===== src/rtl/qpsa_pkg.sv =====
// shared widths, codes and types for the qudit pauli string block
package qpsa_pkg;

  localparam int IDX_W     = 13;
  localparam int AMP_W     = 16;
  localparam int COEF_W    = 16;
  localparam int PROD_W    = AMP_W + COEF_W;
  localparam int NQ_W      = 4;
  localparam int OPS_W     = 16;
  localparam int OP_W      = 2;
  localparam int OPS_QUDITS = OPS_W / OP_W;
  localparam int CFG_W     = 16;
  localparam int CFG_IDX_W = 2;

  typedef logic [IDX_W-1:0]        idx_t;
  typedef logic signed [AMP_W-1:0] amp_t;
  typedef logic [OP_W-1:0]         op_t;
  typedef logic [CFG_IDX_W-1:0]    cfg_idx_t;

  // per-qudit operator codes
  localparam op_t OP_ID = 2'd0;
  localparam op_t OP_X  = 2'd1;
  localparam op_t OP_Y  = 2'd2;
  localparam op_t OP_Z  = 2'd3;

  // register indexes
  localparam cfg_idx_t CFG_NUM_QUDITS = 2'd0;
  localparam cfg_idx_t CFG_OP_CODES   = 2'd1;

  localparam logic [NQ_W-1:0]  NQ_RESET  = 4'd8;
  localparam logic [OPS_W-1:0] OPS_RESET = 16'd0;

endpackage


===== src/rtl/qpsa_in_if.sv =====
// input channel: source index and amplitude
interface qpsa_in_if;
  logic          valid;
  logic          ready;
  qpsa_pkg::idx_t source_index;
  qpsa_pkg::amp_t amp_re;
  qpsa_pkg::amp_t amp_im;

  modport source (output valid, output source_index, output amp_re, output amp_im,
                  input ready);
  modport sink   (input valid, input source_index, input amp_re, input amp_im,
                  output ready);
endinterface


===== src/rtl/qpsa_out_if.sv =====
// output channel: target index, phased amplitude and error flag
interface qpsa_out_if;
  logic          valid;
  logic          ready;
  qpsa_pkg::idx_t target_index;
  qpsa_pkg::amp_t out_re;
  qpsa_pkg::amp_t out_im;
  logic          index_error;

  modport source (output valid, output target_index, output out_re, output out_im,
                  output index_error, input ready);
  modport sink   (input valid, input target_index, input out_re, input out_im,
                  input index_error, output ready);
endinterface


===== src/rtl/qudit_pauli_string_apply.sv =====
// top level: generalized qudit pauli string applied to a stream of amplitudes
//
// Takes one transaction per cycle while the output side does not stall, and
// returns one per transaction, in order, from a pipeline of registered stages.
// The pipeline has one stage per base-RADIX digit (least significant digit
// first), each peeling one digit off the index with a reciprocal multiply,
// applying that qudit's operator to the digit and folding it into the target
// index and the phase exponent; a stage then reads the phase table and forms
// the four partial products, and the last stage rounds to nearest, saturates
// and holds the result. Each stage has its own valid bit and takes a new
// transaction whenever it is empty or its successor moves, so bubbles close up
// and a stalled output never drops or duplicates anything. An index at or
// above RADIX^num_qudits comes out with index_error set and zero target and
// amplitude. num_qudits of zero acts as one, above MAX_QUDITS as MAX_QUDITS;
// qudits past the eighth have no opcode and act as identity. Registers are
// written through cfg_we/cfg_index/cfg_data and should only change while the
// pipeline is empty.
module qudit_pauli_string_apply #(
  parameter int RADIX      = 3,
  parameter int MAX_QUDITS = 8
) (
  input  logic                           clk,
  input  logic                           rst,
  input  logic                           cfg_we,
  input  qpsa_pkg::cfg_idx_t             cfg_index,
  input  logic [qpsa_pkg::CFG_W-1:0]     cfg_data,
  qpsa_in_if.sink                        src,
  qpsa_out_if.source                     dst
);

  localparam int IDX_W  = qpsa_pkg::IDX_W;
  localparam int COEF_W = qpsa_pkg::COEF_W;
  localparam int PROD_W = qpsa_pkg::PROD_W;
  localparam int DW     = (RADIX > 2) ? $clog2(RADIX) : 1;  // digit / exponent width
  localparam int NW     = $clog2(MAX_QUDITS + 1);
  localparam int NS     = MAX_QUDITS + 2;                   // pipeline stages
  localparam int PS     = MAX_QUDITS;                       // product stage
  localparam int OS     = MAX_QUDITS + 1;                   // output stage

  // divide by RADIX: multiply by rounded-up reciprocal, exact for IDX_W-bit values
  localparam int SH = IDX_W + $clog2(RADIX);
  localparam longint RECIP = ((64'd1 << SH) + RADIX - 1) / RADIX;

  localparam longint unsigned PI_HALF_Q30 = 64'd1686629713;

  // phase table, Q2.14, entry k holds cos or sin of 2*pi*k/RADIX
  function automatic logic [COEF_W*RADIX-1:0] build_rom(input logic want_im);
    logic [COEF_W*RADIX-1:0] rom;
    longint unsigned q, r, x, x2, tc, ts;
    longint sc, ss, cr, sr, v, mag, rr;
    rom = '0;
    for (int k = 0; k < RADIX; k++) begin
      q  = (4 * k) / RADIX;
      r  = (4 * k) % RADIX;
      x  = PI_HALF_Q30 * r / RADIX;
      x2 = (x * x) >> 30;
      tc = 64'd1 << 30;
      ts = x;
      sc = longint'(tc);
      ss = longint'(ts);
      for (int j = 1; j <= 10; j++) begin
        tc = (tc * x2) >> 30;
        ts = (ts * x2) >> 30;
        // taylor term divisors: (2j-1)(2j) for cosine, (2j)(2j+1) for sine
        unique case (j)
          1:       begin tc = tc / 64'd2;   ts = ts / 64'd6;   end
          2:       begin tc = tc / 64'd12;  ts = ts / 64'd20;  end
          3:       begin tc = tc / 64'd30;  ts = ts / 64'd42;  end
          4:       begin tc = tc / 64'd56;  ts = ts / 64'd72;  end
          5:       begin tc = tc / 64'd90;  ts = ts / 64'd110; end
          6:       begin tc = tc / 64'd132; ts = ts / 64'd156; end
          7:       begin tc = tc / 64'd182; ts = ts / 64'd210; end
          8:       begin tc = tc / 64'd240; ts = ts / 64'd272; end
          9:       begin tc = tc / 64'd306; ts = ts / 64'd342; end
          default: begin tc = tc / 64'd380; ts = ts / 64'd420; end
        endcase
        if ((j % 2) == 1) begin
          sc = sc - longint'(tc);
          ss = ss - longint'(ts);
        end else begin
          sc = sc + longint'(tc);
          ss = ss + longint'(ts);
        end
      end
      case (q % 4)
        0:       begin cr = sc;  sr = ss;  end
        1:       begin cr = -ss; sr = sc;  end
        2:       begin cr = -sc; sr = -ss; end
        default: begin cr = ss;  sr = -sc; end
      endcase
      v   = want_im ? sr : cr;
      mag = (v < 0) ? -v : v;
      rr  = (mag + 32768) >>> 16;
      v   = (v < 0) ? -rr : rr;
      rom[k*COEF_W +: COEF_W] = v[COEF_W-1:0];
    end
    return rom;
  endfunction

  // RADIX^k modulo 2^IDX_W, the weight of digit k in the target index
  function automatic logic [IDX_W-1:0] pow_mod(input int k);
    logic [IDX_W-1:0] p;
    p = IDX_W'(1);
    for (int i = 0; i < k; i++) p = IDX_W'(p * RADIX);
    return p;
  endfunction

  localparam logic [COEF_W*RADIX-1:0] ROM_RE = build_rom(1'b0);
  localparam logic [COEF_W*RADIX-1:0] ROM_IM = build_rom(1'b1);

  // round to nearest (floor of value plus half lsb) and saturate to Q1.15
  function automatic qpsa_pkg::amp_t round_sat(input logic signed [PROD_W:0] s);
    logic signed [PROD_W:0] t;
    logic signed [PROD_W-14:0] r;
    t = s + (PROD_W+1)'(8192);
    r = t[PROD_W:14];
    if (r > (PROD_W-13)'(32767))       return 16'sh7fff;
    else if (r < -(PROD_W-13)'(32768)) return 16'sh8000;
    else                               return r[15:0];
  endfunction

  // configuration registers
  logic [qpsa_pkg::NQ_W-1:0]  num_qudits;
  logic [qpsa_pkg::OPS_W-1:0] op_codes;

  always_ff @(posedge clk) begin
    if (rst) begin
      num_qudits <= qpsa_pkg::NQ_RESET;
      op_codes   <= qpsa_pkg::OPS_RESET;
    end else if (cfg_we) begin
      unique case (cfg_index)
        qpsa_pkg::CFG_NUM_QUDITS: num_qudits <= cfg_data[qpsa_pkg::NQ_W-1:0];
        qpsa_pkg::CFG_OP_CODES:   op_codes   <= cfg_data[qpsa_pkg::OPS_W-1:0];
        default: ;
      endcase
    end
  end

  // clamped qudit count
  logic [NW-1:0] n_eff;
  always_comb begin
    if (num_qudits == '0)                   n_eff = NW'(1);
    else if (int'(num_qudits) > MAX_QUDITS) n_eff = NW'(MAX_QUDITS);
    else                                    n_eff = NW'(num_qudits);
  end

  // pipeline handshake: a stage moves when empty or when its successor moves
  logic [NS-1:0] v;
  logic [NS:0]   adv;

  assign adv[NS] = dst.ready;
  for (genvar j = 0; j < NS; j++) begin : g_adv
    assign adv[j] = ~v[j] | adv[j+1];
  end
  assign src.ready = adv[0];

  // digit stage registers
  qpsa_pkg::idx_t quo   [MAX_QUDITS];   // index still to be split
  qpsa_pkg::idx_t tgt   [MAX_QUDITS];   // target index so far
  logic [DW-1:0]  ex    [MAX_QUDITS];   // phase exponent so far
  logic           err   [MAX_QUDITS];
  qpsa_pkg::amp_t ar    [MAX_QUDITS];
  qpsa_pkg::amp_t ai    [MAX_QUDITS];

  for (genvar k = 0; k < MAX_QUDITS; k++) begin : g_dig
    localparam logic [IDX_W-1:0] WEIGHT = pow_mod(k);

    qpsa_pkg::idx_t      q_in, t_in, q_next, rem, t_next;
    logic [DW-1:0]       e_in, d, nd, e_next;
    logic [DW:0]         e_sum;
    logic                err_in, err_next, v_in;
    qpsa_pkg::amp_t      ar_in, ai_in;
    logic [IDX_W+SH:0]   prod;
    logic [NW-1:0]       qi;
    qpsa_pkg::op_t       op;

    if (k == 0) begin : g_first
      assign v_in   = src.valid;
      assign q_in   = src.source_index;
      assign t_in   = '0;
      assign e_in   = '0;
      assign err_in = 1'b0;
      assign ar_in  = src.amp_re;
      assign ai_in  = src.amp_im;
    end else begin : g_next
      assign v_in   = v[k-1];
      assign q_in   = quo[k-1];
      assign t_in   = tgt[k-1];
      assign e_in   = ex[k-1];
      assign err_in = err[k-1];
      assign ar_in  = ar[k-1];
      assign ai_in  = ai[k-1];
    end

    always_comb begin
      // digit k (least significant first) belongs to qudit n_eff-1-k
      prod   = (IDX_W+SH+1)'(q_in) * (IDX_W+SH+1)'(RECIP);
      q_next = prod[SH +: IDX_W];
      rem    = q_in - IDX_W'(q_next * RADIX);
      d      = rem[DW-1:0];
      qi     = n_eff - NW'(k + 1);
      op     = qpsa_pkg::OP_ID;
      if (k < int'(n_eff)) begin
        for (int i = 0; i < qpsa_pkg::OPS_QUDITS; i++) begin
          if (int'(qi) == i) op = op_codes[2*i +: 2];
        end
      end
      // phase exponent modulo RADIX
      e_sum = {1'b0, e_in} + {1'b0, d};
      if (e_sum >= (DW+1)'(RADIX)) e_sum = e_sum - (DW+1)'(RADIX);
      e_next = (op == qpsa_pkg::OP_Y || op == qpsa_pkg::OP_Z) ? e_sum[DW-1:0] : e_in;
      // shifted digit
      if (op == qpsa_pkg::OP_X || op == qpsa_pkg::OP_Y)
        nd = (d == DW'(RADIX - 1)) ? '0 : DW'(d + 1'b1);
      else
        nd = d;
      t_next = t_in + IDX_W'(nd * WEIGHT);
      // out of range when digits remain above the top qudit in use
      err_next = (k == int'(n_eff) - 1) ? (q_next != '0) : err_in;
    end

    always_ff @(posedge clk) begin
      if (rst) begin
        v[k] <= 1'b0;
      end else if (adv[k]) begin
        v[k] <= v_in;
      end
    end

    always_ff @(posedge clk) begin
      if (adv[k]) begin
        quo[k] <= q_next;
        tgt[k] <= t_next;
        ex[k]  <= e_next;
        err[k] <= err_next;
        ar[k]  <= ar_in;
        ai[k]  <= ai_in;
      end
    end
  end

  // product stage: phase lookup and four partial products
  logic signed [COEF_W-1:0] cr, ci;
  logic signed [PROD_W-1:0] p_rr, p_ii, p_ri, p_ir;
  qpsa_pkg::idx_t           p_tgt;
  logic                     p_err;

  assign cr = ROM_RE[ex[PS-1]*COEF_W +: COEF_W];
  assign ci = ROM_IM[ex[PS-1]*COEF_W +: COEF_W];

  always_ff @(posedge clk) begin
    if (rst) begin
      v[PS] <= 1'b0;
    end else if (adv[PS]) begin
      v[PS] <= v[PS-1];
    end
  end

  always_ff @(posedge clk) begin
    if (adv[PS]) begin
      p_rr  <= ar[PS-1] * cr;
      p_ii  <= ai[PS-1] * ci;
      p_ri  <= ar[PS-1] * ci;
      p_ir  <= ai[PS-1] * cr;
      p_tgt <= tgt[PS-1];
      p_err <= err[PS-1];
    end
  end

  // output stage: sums, rounding, saturation and the held result
  logic signed [PROD_W:0] s_re, s_im;
  qpsa_pkg::idx_t         o_tgt;
  qpsa_pkg::amp_t         o_re, o_im;
  logic                   o_err;

  assign s_re = {p_rr[PROD_W-1], p_rr} - {p_ii[PROD_W-1], p_ii};
  assign s_im = {p_ri[PROD_W-1], p_ri} + {p_ir[PROD_W-1], p_ir};

  always_ff @(posedge clk) begin
    if (rst) begin
      v[OS] <= 1'b0;
    end else if (adv[OS]) begin
      v[OS] <= v[PS];
    end
  end

  always_ff @(posedge clk) begin
    if (adv[OS]) begin
      o_err <= p_err;
      if (p_err) begin
        o_tgt <= '0;
        o_re  <= '0;
        o_im  <= '0;
      end else begin
        o_tgt <= p_tgt;
        o_re  <= round_sat(s_re);
        o_im  <= round_sat(s_im);
      end
    end
  end

  assign dst.valid        = v[OS];
  assign dst.target_index = o_tgt;
  assign dst.out_re       = o_re;
  assign dst.out_im       = o_im;
  assign dst.index_error  = o_err;

endmodule

===== src/flat_wrapper.sv =====
// flat-port wrapper written by rule: the top's interface ports become plain ports
module qudit_pauli_string_apply_flat 
#(
  parameter int RADIX      = 3,
  parameter int MAX_QUDITS = 8
)
  (clk, rst, cfg_we, cfg_index, cfg_data, src_valid, src_source_index, src_amp_re, src_amp_im, src_ready, dst_valid, dst_target_index, dst_out_re, dst_out_im, dst_index_error, dst_ready);
  qpsa_in_if src_i ();
  qpsa_out_if dst_i ();
  input  logic clk;
  input  logic rst;
  input  logic cfg_we;
  input  qpsa_pkg::cfg_idx_t cfg_index;
  input  logic [qpsa_pkg::CFG_W-1:0] cfg_data;
  input wire logic [$bits(src_i.valid)-1:0] src_valid;
  input wire logic [$bits(src_i.source_index)-1:0] src_source_index;
  input wire logic [$bits(src_i.amp_re)-1:0] src_amp_re;
  input wire logic [$bits(src_i.amp_im)-1:0] src_amp_im;
  output wire logic [$bits(src_i.ready)-1:0] src_ready;
  output wire logic [$bits(dst_i.valid)-1:0] dst_valid;
  output wire logic [$bits(dst_i.target_index)-1:0] dst_target_index;
  output wire logic [$bits(dst_i.out_re)-1:0] dst_out_re;
  output wire logic [$bits(dst_i.out_im)-1:0] dst_out_im;
  output wire logic [$bits(dst_i.index_error)-1:0] dst_index_error;
  input wire logic [$bits(dst_i.ready)-1:0] dst_ready;
  assign src_i.valid = src_valid;
  assign src_i.source_index = src_source_index;
  assign src_i.amp_re = src_amp_re;
  assign src_i.amp_im = src_amp_im;
  assign src_ready = src_i.ready;
  assign dst_valid = dst_i.valid;
  assign dst_target_index = dst_i.target_index;
  assign dst_out_re = dst_i.out_re;
  assign dst_out_im = dst_i.out_im;
  assign dst_index_error = dst_i.index_error;
  assign dst_i.ready = dst_ready;
  qudit_pauli_string_apply #(.RADIX(RADIX), .MAX_QUDITS(MAX_QUDITS)) u_core (.clk(clk), .rst(rst), .cfg_we(cfg_we), .cfg_index(cfg_index), .cfg_data(cfg_data), .src(src_i), .dst(dst_i));
endmodule

===== config.mk =====
export PLATFORM = sky130hd
export DESIGN_NAME = qudit_pauli_string_apply_flat
export DESIGN_NICKNAME = d
export VERILOG_FILES = /design/src/rtl/qpsa_pkg.sv /design/src/rtl/qpsa_in_if.sv /design/src/rtl/qpsa_out_if.sv /design/src/rtl/qudit_pauli_string_apply.sv /design/src/flat_wrapper.sv
export SDC_FILE = /design/constraint.sdc
export NUM_CORES = 2
export LEC_CHECK = 0
export BUFFER_PORTS_ARGS = -buffer_cell sky130_fd_sc_hd__buf_4
export CAP_MARGIN = 20
export CORE_UTILIZATION = 55
export CTS_BUF_LIST = sky130_fd_sc_hd__clkbuf_8 sky130_fd_sc_hd__clkbuf_16
export DETAILED_ROUTE_END_ITERATION = 10
export PLACE_DENSITY = 0.82
export SLEW_MARGIN = 10
export SYNTH_ARGS = -nofsm -noshare
export SYNTH_HDL_FRONTEND = slang
export SYNTH_SLANG_ARGS = --single-unit

===== constraint.sdc =====
create_clock -name clk -period 17.5 [get_ports clk]
set_input_delay 3.5 -clock clk [delete_from_list [all_inputs] [get_ports clk]]
set_output_delay 3.5 -clock clk [all_outputs]
set_load 0.05 [all_outputs]

**After elaboration in Yosys (flattened, before gate mapping)**

Memories as Yosys holds them, arrays and structs flattened. A register that Yosys moved wholly into a read port is not among the register bits.
Cells that the tools add are included.

- Flip-flop bits (word level): 204
- RAM bits: 480
- Output and inout port bits: 48
- Logic and storage cells: 418
- Memories kept: 6

Memories:

| name | depth | width | rd ports | clocked after Yosys merged registers in | wr ports | line | RTL |
|---|---|---|---|---|---|---|---|
| u_core.ai | 8 | 16 | 8 | 0 | 8 | qudit_pauli_string_apply.sv:163 | `qpsa_pkg::amp_t ai [MAX_QUDITS];` |
| u_core.ar | 8 | 16 | 8 | 0 | 8 | qudit_pauli_string_apply.sv:162 | `qpsa_pkg::amp_t ar [MAX_QUDITS];` |
| u_core.tgt | 8 | 13 | 8 | 1 | 8 | qudit_pauli_string_apply.sv:159 | `qpsa_pkg::idx_t tgt [MAX_QUDITS];` |
| u_core.quo | 8 | 12 | 7 | 0 | 8 | qudit_pauli_string_apply.sv:158 | `qpsa_pkg::idx_t quo [MAX_QUDITS];` |
| u_core.ex | 8 | 2 | 8 | 0 | 8 | qudit_pauli_string_apply.sv:160 | `logic [DW-1:0] ex [MAX_QUDITS];` |
| u_core.err | 8 | 1 | 8 | 1 | 8 | qudit_pauli_string_apply.sv:161 | `logic err [MAX_QUDITS];` |

- Add/sub/neg operators: 51
- $mul: 27
- Order comparisons: 21
- Equal/unequal tests: 96
- Shift-type cells: 2
- Mux-type cells: 134
- Bitwise operators: 20
- Reductions and logical operators: 39

Operators with widths:

| operator | number |
|---|---|
| $mul A13 B14 Y27 const B | 8 |
| $mux W2 | 104 |
| $eq A4 B32 Y1 const A | 4 |
| $eq A4 B4 Y1 const B | 32 |
| $mul A16 B16 Y32 | 4 |
| $mul A12 B2 Y2 const B | 8 |
| $reduce_bool A12 Y1 | 8 |
| $shiftx A48 B7 Y16 const A | 2 |
| $add A33 B15 Y33 const B | 2 |
| $eq A3 B32 Y1 const A | 2 |
| $eq A4 B3 Y1 const B | 16 |
| $eq A2 B2 Y1 const B | 24 |
| $gt A19 B16 Y1 const B | 2 |
| $lt A19 B16 Y1 const B | 2 |
| $logic_not A4 Y1 | 9 |
| $add A32 B32 Y33 | 1 |
| $sub A32 B32 Y33 | 1 |
| $eq A2 B32 Y1 const A | 1 |
| $eq A4 B2 Y1 const B | 8 |
| $logic_not A32 Y1 | 1 |
| $mux W16 | 2 |
| $mux W15 | 2 |
| $mux W1 | 24 |
| $add A2 B2 Y3 | 7 |
| 36 further kinds | 116 |

**Depth between registers and ports, before layout**

- Word-level depth: 19
- Mapped depth: 40
- Depth with buffers taken out: 40

**Worst setup path before layout**

Ideal clock, no wire load.

- Path type: input to output
- From: input port dst_ready
- To: output port src_ready
- Arrival: 8144 ps
- Path slack: 5856 ps
- Cell stages on the path: 6
- Path buffers: 0
- Path through: nor2b_1 > and2_1 > and3_1 > nand3_1 > nor2_1 > nand4_1

- Longest elaborated chain between the ends: 10

Ends and longest elaborated chain:

| what | line | RTL |
|---|---|---|
| start, declared | flat_wrapper.sv:25 | `input wire logic [$bits(dst_i.ready)-1:0] dst_ready;` |
| $or A1 B1 Y1 (6 in series) | qudit_pauli_string_apply.sv:153 | `assign adv[j] = ~v[j] \| adv[j+1];` |
| named net u_core.adv[4] | qudit_pauli_string_apply.sv:149 | `logic [NS:0] adv;` |
| $or A1 B1 Y1 (4 in series) | qudit_pauli_string_apply.sv:153 |  |
| end, declared | flat_wrapper.sv:19 | `output wire logic [$bits(src_i.ready)-1:0] src_ready;` |

The timed path passes the listed nets, and every way through them passes these cells.

**Worst setup path after layout**

Same ends and word-level chain as after synthesis.

==> metrics.md <==
| Metric | Value |
|---|---|
| Startpoint types | input pin |
| Num rows | 126 |
| Die width | between 300 and 400 um |
| Hold path depth | 0 |
| Antenna violations before repair | 4 |
| Setup Fix Bufs, Post-CTS | 0 |
| Die Height | 347 um |
| Syn Area/Cell | 11.3 sq um |
| Final Hold Vio Count | 0 |
| Worst Hold Class | reg -> reg |
| Storage cell area | 18,000 sq um |
| Fmax | 101 MHz |
| Final period util | 56.6% |
| Boundary Pins | 116 |
| Asr flop ratio synth | 0% |
| Count of pins over their slew limit | 0 |
| Root buffer cell | clkbuf_16 |
| Endpoints failing setup | 0 |
| Setup TNS | 0 ns |
| Setup Crit Path Kind | in -> out |
| Clock Path Buffers | 3 |
| Least-Margin Pin Slew | 1.04 ns |
| Fin crit period | 9.91 ns |
| Total CTS buffers | 71 |
| Pre-CTS WS | 7.57 ns |
| Post-synth EDFFs | 579 |
| Ys Warns | 0 |
| TritonCTS sink count | 609 |
| Post-placement cell area | between 60,000 and 70,000 sq um |
| Drt drc | 0 |
| Multi-input logic area | 42,200 sq um |
| Final Non-Filler Cells | 7,563 |
| Layout area overhead | 7.98% |
| Hold buffers post-CTS | 0 |
| Synth Flop Type | edfxtp_1 |
| Skew final | 0.0239 ns |
| Post-CTS sizing | 0 |
| DRT Pass-1 Iters | 8 |
| Post-synthesis cell type count | 95 |
| Vias per inst | 5.39 |
| Maximum number of pins on one net before global-route repair | 60 |
| Slew HR | a little under a third |
| Unrepaired setup endpoints after global routing | false |
| CTS tree | yes |
| GRT Resource Usage Total | about 22% |
| CTS clk-pin slew, worst paths | about 0.06 ns |
| Syn Inst Count | 5,807 |
| Crit end category | primary output |
| Initial core utilization | 55.4% |
| Worst Path Max Fanout | approximately 60 |
| Initial DRC count | 2,382 |
| Status | finished clean |
| WP data arrival | 6.41 ns |
| Synthesis-stage register bit count | between 600 and 700 |
| Finished Cell Area | ~71,000 sq um |
| H-tree depth | 3 |
| Total grt overflow | 0 |
| Detail Route Antenna Nets | 0 |
| Post-layout nets | 8,006 |
| First-pass GRT wire length | 216,000 um |
| Via Count | just over 40,000 |
| Number of global-route vias before repair | 44,100 |
| Worst skew pair latency | 0.63 ns |
| RD Place Congestion | 0.919 |
| Core Box Area | 118,000 sq um |
| Fill cells | 9,130 |
| Die ar. | 120,000 sq um |
| Final Worst Setup Slack | 7.59 ns |
| # diodes | 0 |
| CP required | around 14 ns |
| Placed insts | 7,430 |
| Layout cells sized above 1 | 5.62% |
| IO Port Bufs | 115 |
| Post-Route WL | 130,000 um |
| Netlist Area Pre-Place | 65,500 sq um |
| Routed length per instance | 17.2 um |
| HPWL Detailed | 109,000 um |
| Sequential area share after synthesis | 27.5% |
| FF-to-FF path depth | 36 |
| Max Cap Violations | 0 |
-- cell families after synthesis --
family          Yosys count  share of synthesized area, %
compound gates          659                          6.68
xor+xnor                266                          3.57
fa+ha+maj              1970                          47.1
buf+inv                1427                          8.20
flops                   609                          27.5
mux                      25                         0.405
other cells               1                       0.00573
simple gates            850                          6.55
-- cells in the final DEF (no fill, tap or decap), drive strengths merged, types with 13 or more instances in the layout --
cell    count
a211oi     21
a21o       90
a21oi     204
a31oi      35
and2       58
and3       16
buf       133
clkbuf     76
clkinv     21
dfxtp      30
edfxtp    579
fa        823
ha       1147
inv      1394
mux2i      13
nand2     206
nand2b     57
nand3      43
nand4      22
nor2      198
nor2b      52
nor3       71
o21a       39
o21ai     109
o21bai     42
o31ai      16
or2        44
or3        19
xnor2     181
xor2       85
-- cells in the mapped netlist (all sizes together) (9+ instances only) --
library cell | n | area [sq um]
a211oi | 21 | 178
a21o | 90 | 676
a21oi | 204 | 1030
a221oi | 9 | 103
a31o | 10 | 87.6
a31oi | 35 | 219
and2 | 58 | 363
and3 | 16 | 100
buf | 10 | 50.0
clkbuf | 46 | 173
dfxtp | 30 | 601
edfxtp | 579 | 17400
fa | 823 | 16500
ha | 1147 | 14400
inv | 1371 | 5150
mux2 | 12 | 135
mux2i | 13 | 130
nand2 | 206 | 773
nand2b | 57 | 357
nand3 | 43 | 215
nand4 | 22 | 138
nor2 | 198 | 748
nor2b | 52 | 328
nor3 | 71 | 360
nor3b | 10 | 75.1
nor4 | 12 | 75.1
o211ai | 11 | 82.6
o21a | 39 | 293
o21ai | 109 | 546
o21bai | 42 | 315
o31ai | 16 | 144
or2 | 44 | 275
or3 | 19 | 119
xnor2 | 181 | 1590
xor2 | 85 | 744
-- layout make-up --
type | instances | share of cell area (%)
clock buffers | 76 | 2.63
well taps | 1536 | 2.72
clock inverters | 56 | 0.825
inverters | 1371 | 7.28
repair buffers | 133 | 1.45
multi-input cells | 3782 | 59.6
flip-flops and latches | 609 | 25.5
-- metrics by stage --
stage / util (%) / hold WS, ns
2_1_floorplan: - / 0.400
3_3_place_gp: 57.7 / 0.401
3_5_place_dp: 57.8 / 0.405
4_1_cts: 59.8 / 0.414
5_1_grt: 59.9 / 0.420
6_report: 59.9 / 0.412
-- registers in the layout, summed over array words and instances, names as in the netlist --
register,flops
u_core.v,2
u_core.tgt,67
u_core.p_tgt,13
u_core.dst.index_error,1
u_core.p_ir,18
u_core.p_ii,32
u_core.op_codes,16
u_core.p_err,1
u_core.dst.valid,1
u_core.p_ri,19
u_core.g_dig.v_in,7
u_core.num_qudits,4
u_core.ai,128
u_core.err,8
u_core.quo,84
u_core.ex,16
u_core.dst.target_index,13
u_core.dst.out_re,16
u_core.ar,128
u_core.p_rr,19
u_core.dst.out_im,16
-- final timing paths --
check	start	endpoint	slack [ns]
max	dst_ready	src_ready	7.59
min	u_core.ai[1][11]$_DFFE_PP_	u_core.ai[1][27]$_DFFE_PP_	0.41
max reg2reg	u_core.quo[6][4]$_DFFE_PP_	u_core.tgt[7][11]$_DFFE_PP_	8.70
min reg2reg	u_core.ai[1][11]$_DFFE_PP_	u_core.ai[1][27]$_DFFE_PP_	0.41
-- per-layer routing --
| metal | GRT usage, % | up-vias | part of all wire [%] |
|---|---|---|---|
| met2 | 40.1 | 896 | 51 |
| li1 | - | 19400 | - |
| met5 | 0 | - | 0 |
| met3 | 2.75 | 200 | 4.4 |
| met1 | 28.4 | 20300 | 42 |
| met4 | 5.44 | 0 | 2.4 |
-- critical path, stage by stage --
cell and delay [ns]:
buf_4 0.08, nor2b_1 0.05, buf_4 0.17, and2_1 0.24, and3_1 0.28, nand3_2 0.09, buf_4 0.61, nor2_1 0.27
nand4_1 0.17, buf_4 0.57, buf_4 0.32
Power is left out: the tool's default activity adds up to more than one toggle a clock period on the data nets, which glitch-free logic cannot reach.
